==> config.mk <==
export PLATFORM = sky130hd
export DESIGN_NAME = ivc_front
export DESIGN_NICKNAME = d
export VERILOG_FILES = /design/src/design/ivc_pkg.sv /design/src/design/ivc_front.sv
export SDC_FILE = /design/constraint.sdc
export NUM_CORES = 1
export LEC_CHECK = 0
export ABC_AREA = 1
export BUFFER_PORTS_ARGS = -buffer_cell sky130_fd_sc_hd__buf_2
export CAP_MARGIN = 15
export CORE_AREA = 4 4 126 128
export CTS_BUF_LIST = sky130_fd_sc_hd__clkbuf_16
export CTS_CLUSTER_DIAMETER = 30
export DETAILED_ROUTE_END_ITERATION = 7
export DIE_AREA = 0 0 130 132
export GPL_TIMING_DRIVEN = 0
export MAX_ROUTING_LAYER = met4
export PLACE_DENSITY_LB_ADDON = 0.25
export SYNTH_ARGS = -nofsm -noshare
export SYNTH_HDL_FRONTEND = slang
export SYNTH_SLANG_ARGS = --single-unit
==> constraint.sdc <==
create_clock -name i_clk -period 5.75 [get_ports i_clk]
set_clock_uncertainty 0.05 [all_clocks]
set_input_delay 0.8625 -clock i_clk [delete_from_list [all_inputs] [get_ports i_clk]]
set_output_delay 0.8625 -clock i_clk [all_outputs]
set_load 0.02 [all_outputs]
==> src/design/ivc_pkg.sv <==
`timescale 1ns / 1ps
// ----------------------------------------------------------------------------
// ivc_pkg
// Shared widths, command codes and record types of the interval compositing
// block.
// ----------------------------------------------------------------------------
package ivc_pkg;

    // Field widths of one transaction.
    localparam int GROUP_BITS      = 16;
    localparam int DEPTH_BITS      = 24;
    localparam int GRADE_BITS      = 16;
    localparam int FRAC_BITS       = 16;
    localparam int FUNC_BITS       = 2;
    localparam int TABLE_DEPTH_DEF = 1024;

    // Packed stream widths.
    localparam int IN_DATA_BITS  = GROUP_BITS + 2 * DEPTH_BITS + GRADE_BITS;
    localparam int OUT_DATA_BITS = 40;

    // Function codes carried on the input tuser.
    localparam logic [FUNC_BITS-1:0] FUNC_LOAD  = 2'd0;
    localparam logic [FUNC_BITS-1:0] FUNC_QUERY = 2'd1;
    localparam logic [FUNC_BITS-1:0] FUNC_CLEAR = 2'd2;

    typedef enum logic [1:0] {
        OP_LOAD  = 2'd0,
        OP_QUERY = 2'd1,
        OP_CLEAR = 2'd2
    } t_op;

    // One interval record as stored in the table. The last member lands in
    // the lowest bits, so the layout matches the input tdata packing.
    typedef struct packed {
        logic [GRADE_BITS-1:0] grade;
        logic [DEPTH_BITS-1:0] depth_to;
        logic [DEPTH_BITS-1:0] depth_from;
        logic [GROUP_BITS-1:0] group_id;
    } t_rec;

    // One classified command queued between front and back.
    typedef struct packed {
        t_op  op;
        t_rec rec;
    } t_cmd;

endpackage

==> src/design/ivc_front.sv <==
`timescale 1ns / 1ps
// ----------------------------------------------------------------------------
// ivc_front
// Accepts input transactions, decodes the function code and queues the
// resulting commands in a two-entry queue for the back end.
// ----------------------------------------------------------------------------
module ivc_front (
    input  logic                                i_clk,
    input  logic                                i_rst_n,
    input  logic                                i_s_tvalid,
    output logic                                o_s_tready,
    input  logic [ivc_pkg::IN_DATA_BITS-1:0]    i_s_tdata,
    input  logic [ivc_pkg::FUNC_BITS-1:0]       i_s_tuser,
    output logic                                o_cmd_valid,
    input  logic                                i_cmd_ready,
    output ivc_pkg::t_cmd                       o_cmd
);

    ivc_pkg::t_cmd r_q [2];
    logic          r_wp, r_rp;
    logic [1:0]    r_cnt;
    ivc_pkg::t_cmd w_cmd;
    logic          w_push, w_pop, w_known, w_acc;

    // Decode the function code; unused codes are taken and dropped.
    always_comb begin
        w_cmd.rec = ivc_pkg::t_rec'(i_s_tdata);
        w_cmd.op  = ivc_pkg::OP_LOAD;
        w_known   = 1'b1;
        unique case (i_s_tuser)
            ivc_pkg::FUNC_LOAD:  w_cmd.op = ivc_pkg::OP_LOAD;
            ivc_pkg::FUNC_QUERY: w_cmd.op = ivc_pkg::OP_QUERY;
            ivc_pkg::FUNC_CLEAR: w_cmd.op = ivc_pkg::OP_CLEAR;
            default:             w_known  = 1'b0;
        endcase
    end

    assign o_s_tready  = (r_cnt != 2'd2);
    assign w_acc       = i_s_tvalid && o_s_tready;
    assign w_push      = w_acc && w_known;
    assign o_cmd_valid = (r_cnt != 2'd0);
    assign w_pop       = o_cmd_valid && i_cmd_ready;
    assign o_cmd       = r_q[r_rp];

    // Queue storage.
    always_ff @(posedge i_clk) begin
        if (w_push) begin
            r_q[r_wp] <= w_cmd;
        end
    end

    // Queue pointers and fill level.
    always_ff @(posedge i_clk) begin
        if (!i_rst_n) begin
            r_wp  <= 1'b0;
            r_rp  <= 1'b0;
            r_cnt <= 2'd0;
        end else begin
            if (w_push) begin
                r_wp <= ~r_wp;
            end
            if (w_pop) begin
                r_rp <= ~r_rp;
            end
            r_cnt <= r_cnt + 2'(w_push) - 2'(w_pop);
        end
    end

endmodule

# After elaboration in Yosys (flattened, before gate mapping)
# Memories as Yosys holds them, arrays and structs flattened. A register that Yosys moved wholly into a read port is not among the register bits.
# Index checks and enable logic that the tools add are counted.
dict set report word_totals {
  register_bits 4
  latchBits 0
  mem_bits_rw 164
  mem_bits_ro 0
  input_bits 86
  output_inout_bits 84
  elab_cells 23
  mem_count 1
}
dict set report classes {
  n_addsub 2
  mul 0
  div_mod_pow 0
  order_cmp 0
  eq_ne 3
  shifts 0
  mux 6
  bitwise_logic 2
  n_reduce_logical 6
}
# name words word_bits read_ports rd_clocked_by_memory_dff wr line
set mem_list {}
lappend mem_list {r_q 2 82 1 1 1 ivc_front.sv:19} ;# ivc_pkg::t_cmd r_q [2];
# op n
set ops {}
lappend ops {{1-bit two-way mux} 5}
lappend ops {{2-bit one-hot mux with 2 select lines} 1}
lappend ops {{1-bit logical AND} 3}
lappend ops {{3-bit OR reduction} 1}
lappend ops {{2-bit by 1-bit adder with 2-bit output} 1}
lappend ops {{2-bit by 1-bit equality test with 1-bit output, second input constant} 1}
lappend ops {{2-bit equality test, second input constant} 1}
lappend ops {{2-bit zero test} 1}
lappend ops {{2-bit inequality test, second input constant} 1}
lappend ops {{1-bit inverter} 2}
lappend ops {{2-bit nonzero test} 1}
lappend ops {{2-bit by 1-bit subtractor with 2-bit output} 1}

# Logic depth before layout (Yosys ltp)
# Gate-level depths: netlist (run 1).
dict set report depth {
  depth_word 6
  mapped_depth 11
  ltp_nobuf 11
}

# Worst setup path before layout (run 1)
# No wires, ideal clock.
dict set report synth_path {
  path_type {input-to-reg}
  start {input i_s_tuser[0] (netlist bit)}
  end {memory r_q[1][0] (netlist bit) (enable)}
  setup_time_ps 525
  t_arrival_ps 4534
  setup_slack_ps 641
  cell_stages 3
  path_buffers 0
  path_cell_list {nand2_1 -> nand3_2 -> nor2_1}
}
dict set report synth_via {
  elab_chain_len 6
  elab_cells_between_ends 8
}
# item line
set synth_lines {}
lappend synth_lines {{from (decl)} ivc_front.sv:13} ;# input logic [ivc_pkg::FUNC_BITS-1:0] i_s_tuser,
lappend synth_lines {{2-bit equality test, or another cell as far along} ivc_front.sv:30} ;# unique case (i_s_tuser)
lappend synth_lines {{3-bit OR reduction (no line) (*)} n/a}
lappend synth_lines {{1-bit two-way mux (*)} ivc_front.sv:30}
lappend synth_lines {{1-bit logical AND (*)} ivc_front.sv:40} ;# assign w_push = w_acc && w_known;
lappend synth_lines {{1-bit two-way mux (*)} ivc_front.sv:47} ;# if (w_push) begin
lappend synth_lines {{1-bit two-way mux (not written as such) (*)} ivc_front.sv:48} ;# r_q[r_wp] <= w_cmd;
lappend synth_lines {{to (decl)} ivc_front.sv:19}
# Mark *: on every way between the ends. The rest lies on a longest branch, timed or not.

==> flow_summary.yaml, run 1 <==
synthesis:
  yosys_warnings: 0
  ys_async_sr_fraction: 0
  syn_inst: 296
  ys_types: 16
  synth_seq_cells: 169
  yosysTopAreaCell: "edfxtp_1"
  yosysSeqAreaShare: 0.763
  synth_area_mm2: 0.00659
  synthFlopType: "edfxtp_1"
  synth_top_area_share: 0.748
  yosys-top-cells-area: "edfxtp_1, mux2_4, buf_12"
  avgSynthCellArea_um2: 22.3
  synth_edf_count: 164
  syn_nets: 383
clock_network:
  postCtsSetupBuffers: 0
  clock-sinks: 169
  cts_resized: 0
  clockBufferDepth: 2
  cts_tree: "built"
  numCtsBuffers: 17
  htree_levels: 4
  clk_latency_ns: 0.41
  cts_root_buf: "clkbuf_16"
  ctsHoldBuffers: 0
  clkSlewWorstSetupHoldPaths_ns: 0.06
global_routing:
  grt_pass1_vias: 3444
  grt_max_degree: 32
  grt.total_usage: 0.141
  antenna_found_initial: 1
  grt-ovfl-total: 0
  grt_pass1_wl_mm: 17.6
sta:
  fin_crit_ns: 2.53
  grt_setup_unrepaired: "no"
  drv_slew: 0
  finalSetupViolations: 0
  period_share: 0.440
  slew-limit-headroom: 0.466
  holdWs_ns: 0.439
  fmax_mhz: 395
  setup_ws_ns: 3.22
  worst_slew_pin_slew_ns: 0.799
  hold_violations: 0
hold_path:
  hp-class: "flop to flop"
setup_path:
  critPathSlowestCell: "dfxtp_1"
  crit_required_ns: 4.84
  path_max_fanout: 10
  crit_type: "flop to output pin"
  cp_cell_sequence: "buf_6 -> buf_12 -> mux2_4 -> buf_2"
  r2r_setup_slack_ns: 3.67
  crit_arrival_ns: 1.62
  cp-start-kind: "flop"
  critPathCaptureType: "output pin"
  critPathMaxStageDelay_ns: 0.32
final_layout:
  drive_gt1_frac: 0.598
  nFillCells: 1185
  area_growth_pct: 27.0
  finalInstanceArea_mm2: 0.00836
  layout.nets: 575
route:
  route.detailed.drc: 0
  drtPass1Iterations: 4
  drt_wl_total_mm: 11.4
  vias_per_cell: 4.67
  vias: 3219
  initialDrtViolationCount: 197
  wl_per_cell_um: 16.5
  antenna_left: 0
placement:
  place_area_mm2: 0.00776
  io_buffers: 169
  gp_routability_congestion: 0.727
  dp_slack_ns: 3.10
  dp_hpwl_mm: 7.88
run:
  cap_violations: 0
power:
  powerDensity_mw_per_mm2: 442
  p_total_uw: 3700
  leakagePower_uw: 0.00331
  ir_worst_vdd_uv: 228
floorplan:
  fp.dieW_um: 130
  die_area_mm2: 0.0172
  core-area_mm2: 0.0149
  start_util: 0.443
  pin_count: 170
  core.rowCount: 45
  die_h_um: 132
outcome:
  status: "finished clean"
## cell usage after synthesis, types with 2 or more instances
master      n
dfxtp_1     5
nand2_1     9
a21oi_1     3
inv_1      10
mux2_2      2
edfxtp_1  164
buf_12      8
mux2_4     80
nor2_1      8
## routing by layer
layer | track usage | up-vias | share of wire
met4 | 0.0572 | 0 | 0.015
met1 | 0.167 | 1573 | 0.40
met3 | 0.0365 | 10 | 0.064
met5 | - | - | 0
met2 | 0.228 | 101 | 0.52
li1 | - | 1535 | -
## cell families (layout without fill, tap and decap cells)
| logic type | after synthesis | count (layout) | share of synthesized area |
|---|---|---|---|
| AOI/OAI and AO/OA | 5 | 5 | 0.00437 |
| xor gates and xnor gates | 1 | 1 | 0.00133 |
| adders and majority gates | 1 | 1 | 0.00190 |
| buffers and inverters | 19 | 223 | 0.0317 |
| DFF | 169 | 169 | 0.763 |
| muxes | 82 | 82 | 0.186 |
| other | 0 | 1 | 0 |
| and+or+nand+nor | 19 | 19 | 0.0120 |
## cell usage in the layout, fill, tap and decap left out
| cell type | n |
|---|---|
| a21oi_1 | 3 |
| buf_12 | 12 |
| buf_2 | 169 |
| buf_6 | 1 |
| bufinv_16 | 3 |
| clkbuf_16 | 17 |
| clkinv_2 | 3 |
| clkinv_4 | 2 |
| clkinvlp_4 | 2 |
| dfxtp_1 | 5 |
| diode_2 | 1 |
| edfxtp_1 | 164 |
| ha_1 | 1 |
| inv_1 | 10 |
| inv_6 | 4 |
| mux2_2 | 2 |
| mux2_4 | 80 |
| nand2_1 | 9 |
| nand3_1 | 1 |
| nand3_2 | 1 |
| nor2_1 | 6 |
| nor2_4 | 2 |
| o21ai_0 | 1 |
| o21ai_2 | 1 |
| xor2_1 | 1 |
## state kept, by name, summed over array words and instances (netlist names), named ones only
| register | cells |
|---|---|
| r_cnt | 2 |
| r_wp | 1 |
| r_rp | 1 |
| r_q | 164 |
## final cells by class
| cell class | instances | area, um^2 | area share |
|---|---|---|---|
| Sequential cell | 169 | 5020 | 0.601 |
| Antenna cell | 1 | 2.50 | 0.000299 |
| Inverter | 10 | 37.5 | 0.00449 |
| Timing Repair Buffer | 173 | 926 | 0.111 |
| Multi-Input combinational cell | 108 | 1370 | 0.164 |
| Clock buffer | 17 | 425 | 0.0509 |
| Buffer | 9 | 171 | 0.0205 |
| Clock inverter | 14 | 173 | 0.0206 |
| Tap cell | 188 | 235 | 0.0281 |
## worst paths after layout
path                            depth (start not counted)                   end                 from
worst max-delay path                                    4             o_cmd[80]                 flop
worst min-delay path                                    2     r_rp$_SDFFE_PN0P_    r_rp$_SDFFE_PN0P_
worst max register to register                          5  r_q[1][33]$_DFFE_PP_  r_cnt[0]$_SDFF_PN0_
worst min register to register                          2     r_rp$_SDFFE_PN0P_    r_rp$_SDFFE_PN0P_
## where the power goes
group	internal [uW]	switching [uW]
sequential	1510	37.3
clock	685	461
combinational	470	532
total	2670	1030
## critical path: cells and delay by family (launching register included)
family	cells	cell delay, ns
buffers and inverters	3	0.58
DFF	1	0.32
muxes	1	0.30
## through the flow
stage | util | std cells | TNS [ns]
3_5_place_dp | 0.522 | 657 | 0
5_1_grt | 0.563 | 689 | 0
4_1_cts | 0.562 | 688 | 0
2_1_floorplan | - | 296 | 0
3_3_place_gp | 0.516 | 653 | -250.27
6_report | 0.563 | 689 | 0
No activity file was read; power rests on OpenSTA's default activity.
==> run 2: changes to the inputs <==
- clock period: 5.75 -> 2.3 ns (I/O delays scaled with it)
==> run 2 against run 1 <==
Against the previous run:
- final cell count rose by 0.29%
- final area about the same
- die area stayed put
- worst setup slack worse by 3.0 ns
- combinational power rose to 2.6 times the previous value
- via count grew 1.7%
- largest power group unchanged
- first-iteration DRC count down 22%
- utilization hardly changed
- worst hold slack lost 0.37 ns
- sequential power rose to 2.5 times the previous value
- sequential share of layout area about the same
==> flow_summary.yaml, run 2 (synthesized netlist as in run 1, its figures left out) <==
floorplan:
  core.rowCount: 45
  core-area_mm2: 0.0149
  start_util: 0.443
  fp.dieW_um: 130
  die_area_mm2: 0.0172
  die_h_um: 132
  pin_count: 170
clock_network:
  cts_root_buf: "clkbuf_16"
  cts_tree: "built"
  numCtsBuffers: 17
  clk_latency_ns: 0.41
  cts_resized: 0
  clockBufferDepth: 2
  clkSlewWorstSetupHoldPaths_ns: 0.06
  htree_levels: 4
  clock-sinks: 169
  postCtsSetupBuffers: 0
  ctsHoldBuffers: 0
setup_path:
  r2r_start: "r_cnt[0]$_SDFF_PN0_"
  r2r-end: "r_q[0][74]$_DFFE_PP_"
  critPathSlowestCell: "dfxtp_1"
  crit_arrival_ns: 1.64
  ff2ff_path_depth: 6
  crit_path_end: "o_cmd[77]"
  cp-start-kind: "flop"
  path_max_fanout: 10
  critPathMaxStageDelay_ns: 0.33
  cp_cell_sequence: "buf_6 -> buf_12 -> mux2_4 -> buf_2"
  r2r_setup_slack_ns: 0.29
  crit_type: "flop to output pin"
  critPathCaptureType: "output pin"
  crit_required_ns: 1.90
sta:
  drv_slew: 0
  grt_setup_unrepaired: "no"
  fmax_mhz: 491
  holdWs_ns: 0.0690
  setup_ws_ns: 0.262
  hold_violations: 0
  fin_crit_ns: 2.04
  worst_slew_pin_slew_ns: 0.892
  period_share: 0.886
  slew-limit-headroom: 0.404
  finalSetupViolations: 0
global_routing:
  grt_pass1_wl_mm: 17.5
  grt.total_usage: 0.139
  grt_pass1_vias: 3444
  grt-ovfl-total: 0
  grt_max_degree: 30
  antenna_found_initial: 1
final_layout:
  final_common_cell: "buf_2"
  top_register: "r_q"
  largest_register_ff_count: 164
  final_cell_mix: "buf_2, edfxtp_1, mux2_4"
  layout.nets: 576
  area_growth_pct: 26.9
  largestRegisters: "r_q x164, r_cnt x2"
  drive_gt1_frac: 0.600
route:
  drtPass1Iterations: 4
  drt_wl_total_mm: 11.4
  antenna_left: 0
  initialDrtViolationCount: 153
  vias_per_cell: 4.74
  route.detailed.drc: 0
  vias: 3273
  wl_per_cell_um: 16.5
power:
  leakagePower_uw: 0.00330
  powerDensity_mw_per_mm2: 1080
  ir_worst_vdd_uv: 537
  p_total_uw: 9040
hold_path:
  whs_path_depth: 1
  hp-class: "input port to flop"
placement:
  io_buffers: 169
  dp_hpwl_mm: 8.02
  gp_routability_congestion: 0.727
  dp_slack_ns: 0.125
outcome:
  status: "finished clean"
run:
  cap_violations: 0
run 2: changes by cell type in the layout (fill, tap and decap cells not counted), sizes merged:
| cell | before | now |
|---|---|---|
| bufinv | 3 | 1 |
| clkinv | 5 | 7 |
| buf | 182 | 183 |
| clkinvlp | 2 | 3 |
run 2: area by class of cell:
type,count,area (um^2)
Antenna cell,1,2.50
Buffer,9,171
Clock buffer,17,425
Clock inverter,15,125
Fill cell,1195,6500
Inverter,10,37.5
Multi-Input combinational cell,108,1380
Sequential cell,169,5030
Tap cell,188,235
Timing Repair Buffer,174,953
run 2: where the power goes:
part	internal [uW]	leakage [uW]	switching [uW]
logic	1200	0.00147	1350
registers	3780	0.00156	101
clock network	1490	0.000264	1130
run 2: worst min-delay path by stage:
stage / from / end / slack (ns)
after detailed placement: r_rp$_SDFFE_PN0P_ / r_rp$_SDFFE_PN0P_ / 0.42
final: i_s_tdata[75] / r_q[0][75]$_DFFE_PP_ / 0.07
after floorplan: i_rst_n / r_cnt[0]$_SDFF_PN0_ / 0.39
after CTS: i_s_tdata[75] / r_q[0][75]$_DFFE_PP_ / 0.04
after global placement: r_rp$_SDFFE_PN0P_ / r_rp$_SDFFE_PN0P_ / 0.41
after global routing: i_s_tdata[30] / r_q[1][30]$_DFFE_PP_ / 0.05
run 2: routing by layer:
metal	GRT usage	share of wire	routed length [um]	vias to the layer above
met4	0.0629	0.018	204	0
met3	0.0373	0.063	716	14
met1	0.164	0.40	4610	1616
li1	-	-	-	1540
met5	-	0	0	-
met2	0.222	0.51	5860	103
run 2: per-stage QoR:
step / util / cells / TNS (ns) / cell area (um^2)
6_report: 0.562 / 691 / 0 / 8360
5_1_grt: 0.562 / 691 / 0 / 8360
4_1_cts: 0.562 / 690 / 0 / 8360
3_5_place_dp: 0.525 / 658 / 0 / 7810
3_3_place_gp: 0.518 / 653 / -133.80 / 7700
2_1_floorplan: - / 296 / -4.11 / 6620
run 2: critical path: cells and delay by family (launching register included):
family	cells	cell delay, ns
mux	1	0.30
flops	1	0.33
buf+inv	3	0.60
==> run 3: changes to the inputs <==
- BUFFER_PORTS_ARGS: -buffer_cell sky130_fd_sc_hd__buf_2 -> -buffer_cell sky130_fd_sc_hd__buf_4
- CORE_AREA: 4 4 126 128 -> 4 4 91 179
- DIE_AREA: 0 0 130 132 -> 0 0 95 183
==> run 3 against run 2 <==
Against the previous run:
- combinational power is 11% higher
- maximum frequency rose by 1.3%
- worst hold slack worse by 0.0093 ns
- total power grew 4.4%
- global-route usage grew 1.6 points
- sequential share of layout area is 2.9 points lower
- first-iteration DRC count shrank 2.6%
- final area rose by 5.1%
- final cell count is 0.72% higher
==> flow_summary.yaml, run 3 (synthesized netlist as in run 1, its figures left out) <==
outcome:
  status: "finished clean"
power:
  p_total_uw: 9440
  ir_worst_vdd_uv: 666
  leakagePower_uw: 0.00344
  powerDensity_mw_per_mm2: 1070
final_layout:
  layout.nets: 575
  final_cell_mix: "buf_4, edfxtp_1, mux2_4"
  fin_cells: 696
  final_common_cell: "buf_4"
  top_register: "r_q"
  largestRegisters: "r_q x164, r_cnt x2"
  nFillCells: 1178
  drive_gt1_frac: 0.601
  largest_register_ff_count: 164
  n_antenna_cell: 0
  area_growth_pct: 33.4
  utilization: 0.593
setup_path:
  path_max_fanout: 10
  r2r_start: "r_cnt[0]$_SDFF_PN0_"
  crit_arrival_ns: 1.62
  r2r_setup_slack_ns: 0.30
  crit_type: "flop to output pin"
  ff2ff_path_depth: 5
  r2r-end: "r_q[1][67]$_DFFE_PP_"
  critPathCaptureType: "output pin"
  crit_required_ns: 1.90
  cp-start-kind: "flop"
route:
  initialDrtViolationCount: 149
  wl_per_cell_um: 17.8
  vias: 3245
  drtPass1Iterations: 4
  route.detailed.drc: 0
  drt_wl_total_mm: 12.4
  antenna_left: 0
  vias_per_cell: 4.66
sta:
  worst_slew_pin_slew_ns: 0.850
  setup_ws_ns: 0.289
  slew-limit-headroom: 0.432
  tns_ns: 0
  period_share: 0.875
  fmax_mhz: 497
  drv_slew: 0
  finalSetupViolations: 0
  grt_setup_unrepaired: "no"
  hold_violations: 0
  fin_crit_ns: 2.01
global_routing:
  antenna_found_initial: 0
  grt-ovfl-total: 0
  grt_pass1_vias: 3545
  grt.total_usage: 0.155
  grt_max_degree: 34
  grt_pass1_wl_mm: 18.9
clock_network:
  cts_resized: 0
  clock-sinks: 169
  numCtsBuffers: 17
  clockBufferDepth: 2
  htree_levels: 4
  clk_latency_ns: 0.41
  cts_root_buf: "clkbuf_16"
  cts_tree: "built"
  ctsHoldBuffers: 0
  postCtsSetupBuffers: 0
  clkSlewWorstSetupHoldPaths_ns: 0.07
hold_path:
  min_delay_worst_endpoint: "r_q[0][79]$_DFFE_PP_"
  worstHoldStart: "i_s_tdata[79]"
  hp-class: "input port to flop"
  whs_path_depth: 1
floorplan:
  die_area_mm2: 0.0174
  die_h_um: 183
  start_util: 0.444
  core-area_mm2: 0.0148
  pin_count: 170
  core.rowCount: 63
  fp.dieW_um: 95
run:
  cap_violations: 0
placement:
  io_buffers: 169
  gp_routability_congestion: 0.779
  dp_slack_ns: 0.162
  placed_cells: 664
  dp_hpwl_mm: 8.68
run 3: cell count changes in the layout (fill, tap and decap cells not counted), moves of 2 or more:
cell,before,now
buf_4,0,169
clkinvlp_4,3,6
buf_2,169,0
clkinv_1,3,1
clkinv_2,3,1
run 3: stage by stage:
step	cell area [um^2]	hold WS (ns)
final	8790	0.0596
after global routing	8790	0.0283
after CTS	8790	0.0316
after global placement	8130	0.412
after floorplan	6620	0.388
after detailed placement	8210	0.415
run 3: critical path: stages (launching register included):
cell and delay, ns:
dfxtp_1 0.32, buf_6 0.23, buf_12 0.18, mux2_4 0.30, buf_4 0.16
run 3: cell type report:
class / count / area [um^2] / share of cell area
Sequential cell: 169 / 5030 / 0.572
Multi-Input combinational cell: 108 / 1380 / 0.157
Timing Repair Buffer: 173 / 1350 / 0.153
Clock buffer: 17 / 425 / 0.0484
Tap cell: 195 / 244 / 0.0278
Buffer: 9 / 171 / 0.0195
Clock inverter: 15 / 153 / 0.0174
Inverter: 10 / 37.5 / 0.00427
run 3: where the power goes:
group          internal (uW)  switching [uW]  leakage, uW
sequential              3780             104      0.00156
combinational           1440            1390      0.00161
clock                   1600            1140     0.000267
total                   6810            2630      0.00344
run 3: per-layer routing:
layer,up-vias,routed length [um],track usage
li1,1525,-,-
met1,1596,4460,0.159
met2,102,7100,0.269
met3,22,445,0.0357
met4,0,371,0.0787
met5,-,0,-
run 3: worst max path at each step:
stage	to	slack, ns
finish	o_cmd[63]	0.29
global placement	r_q[1][67]$_DFFE_PP_	-0.81
CTS	o_cmd[72]	0.24
floorplan	r_q[1][0]$_DFFE_PP_	-0.04
global route	r_q[1][50]$_DFFE_PP_	0.12
detailed placement	r_q[1][67]$_DFFE_PP_	0.16
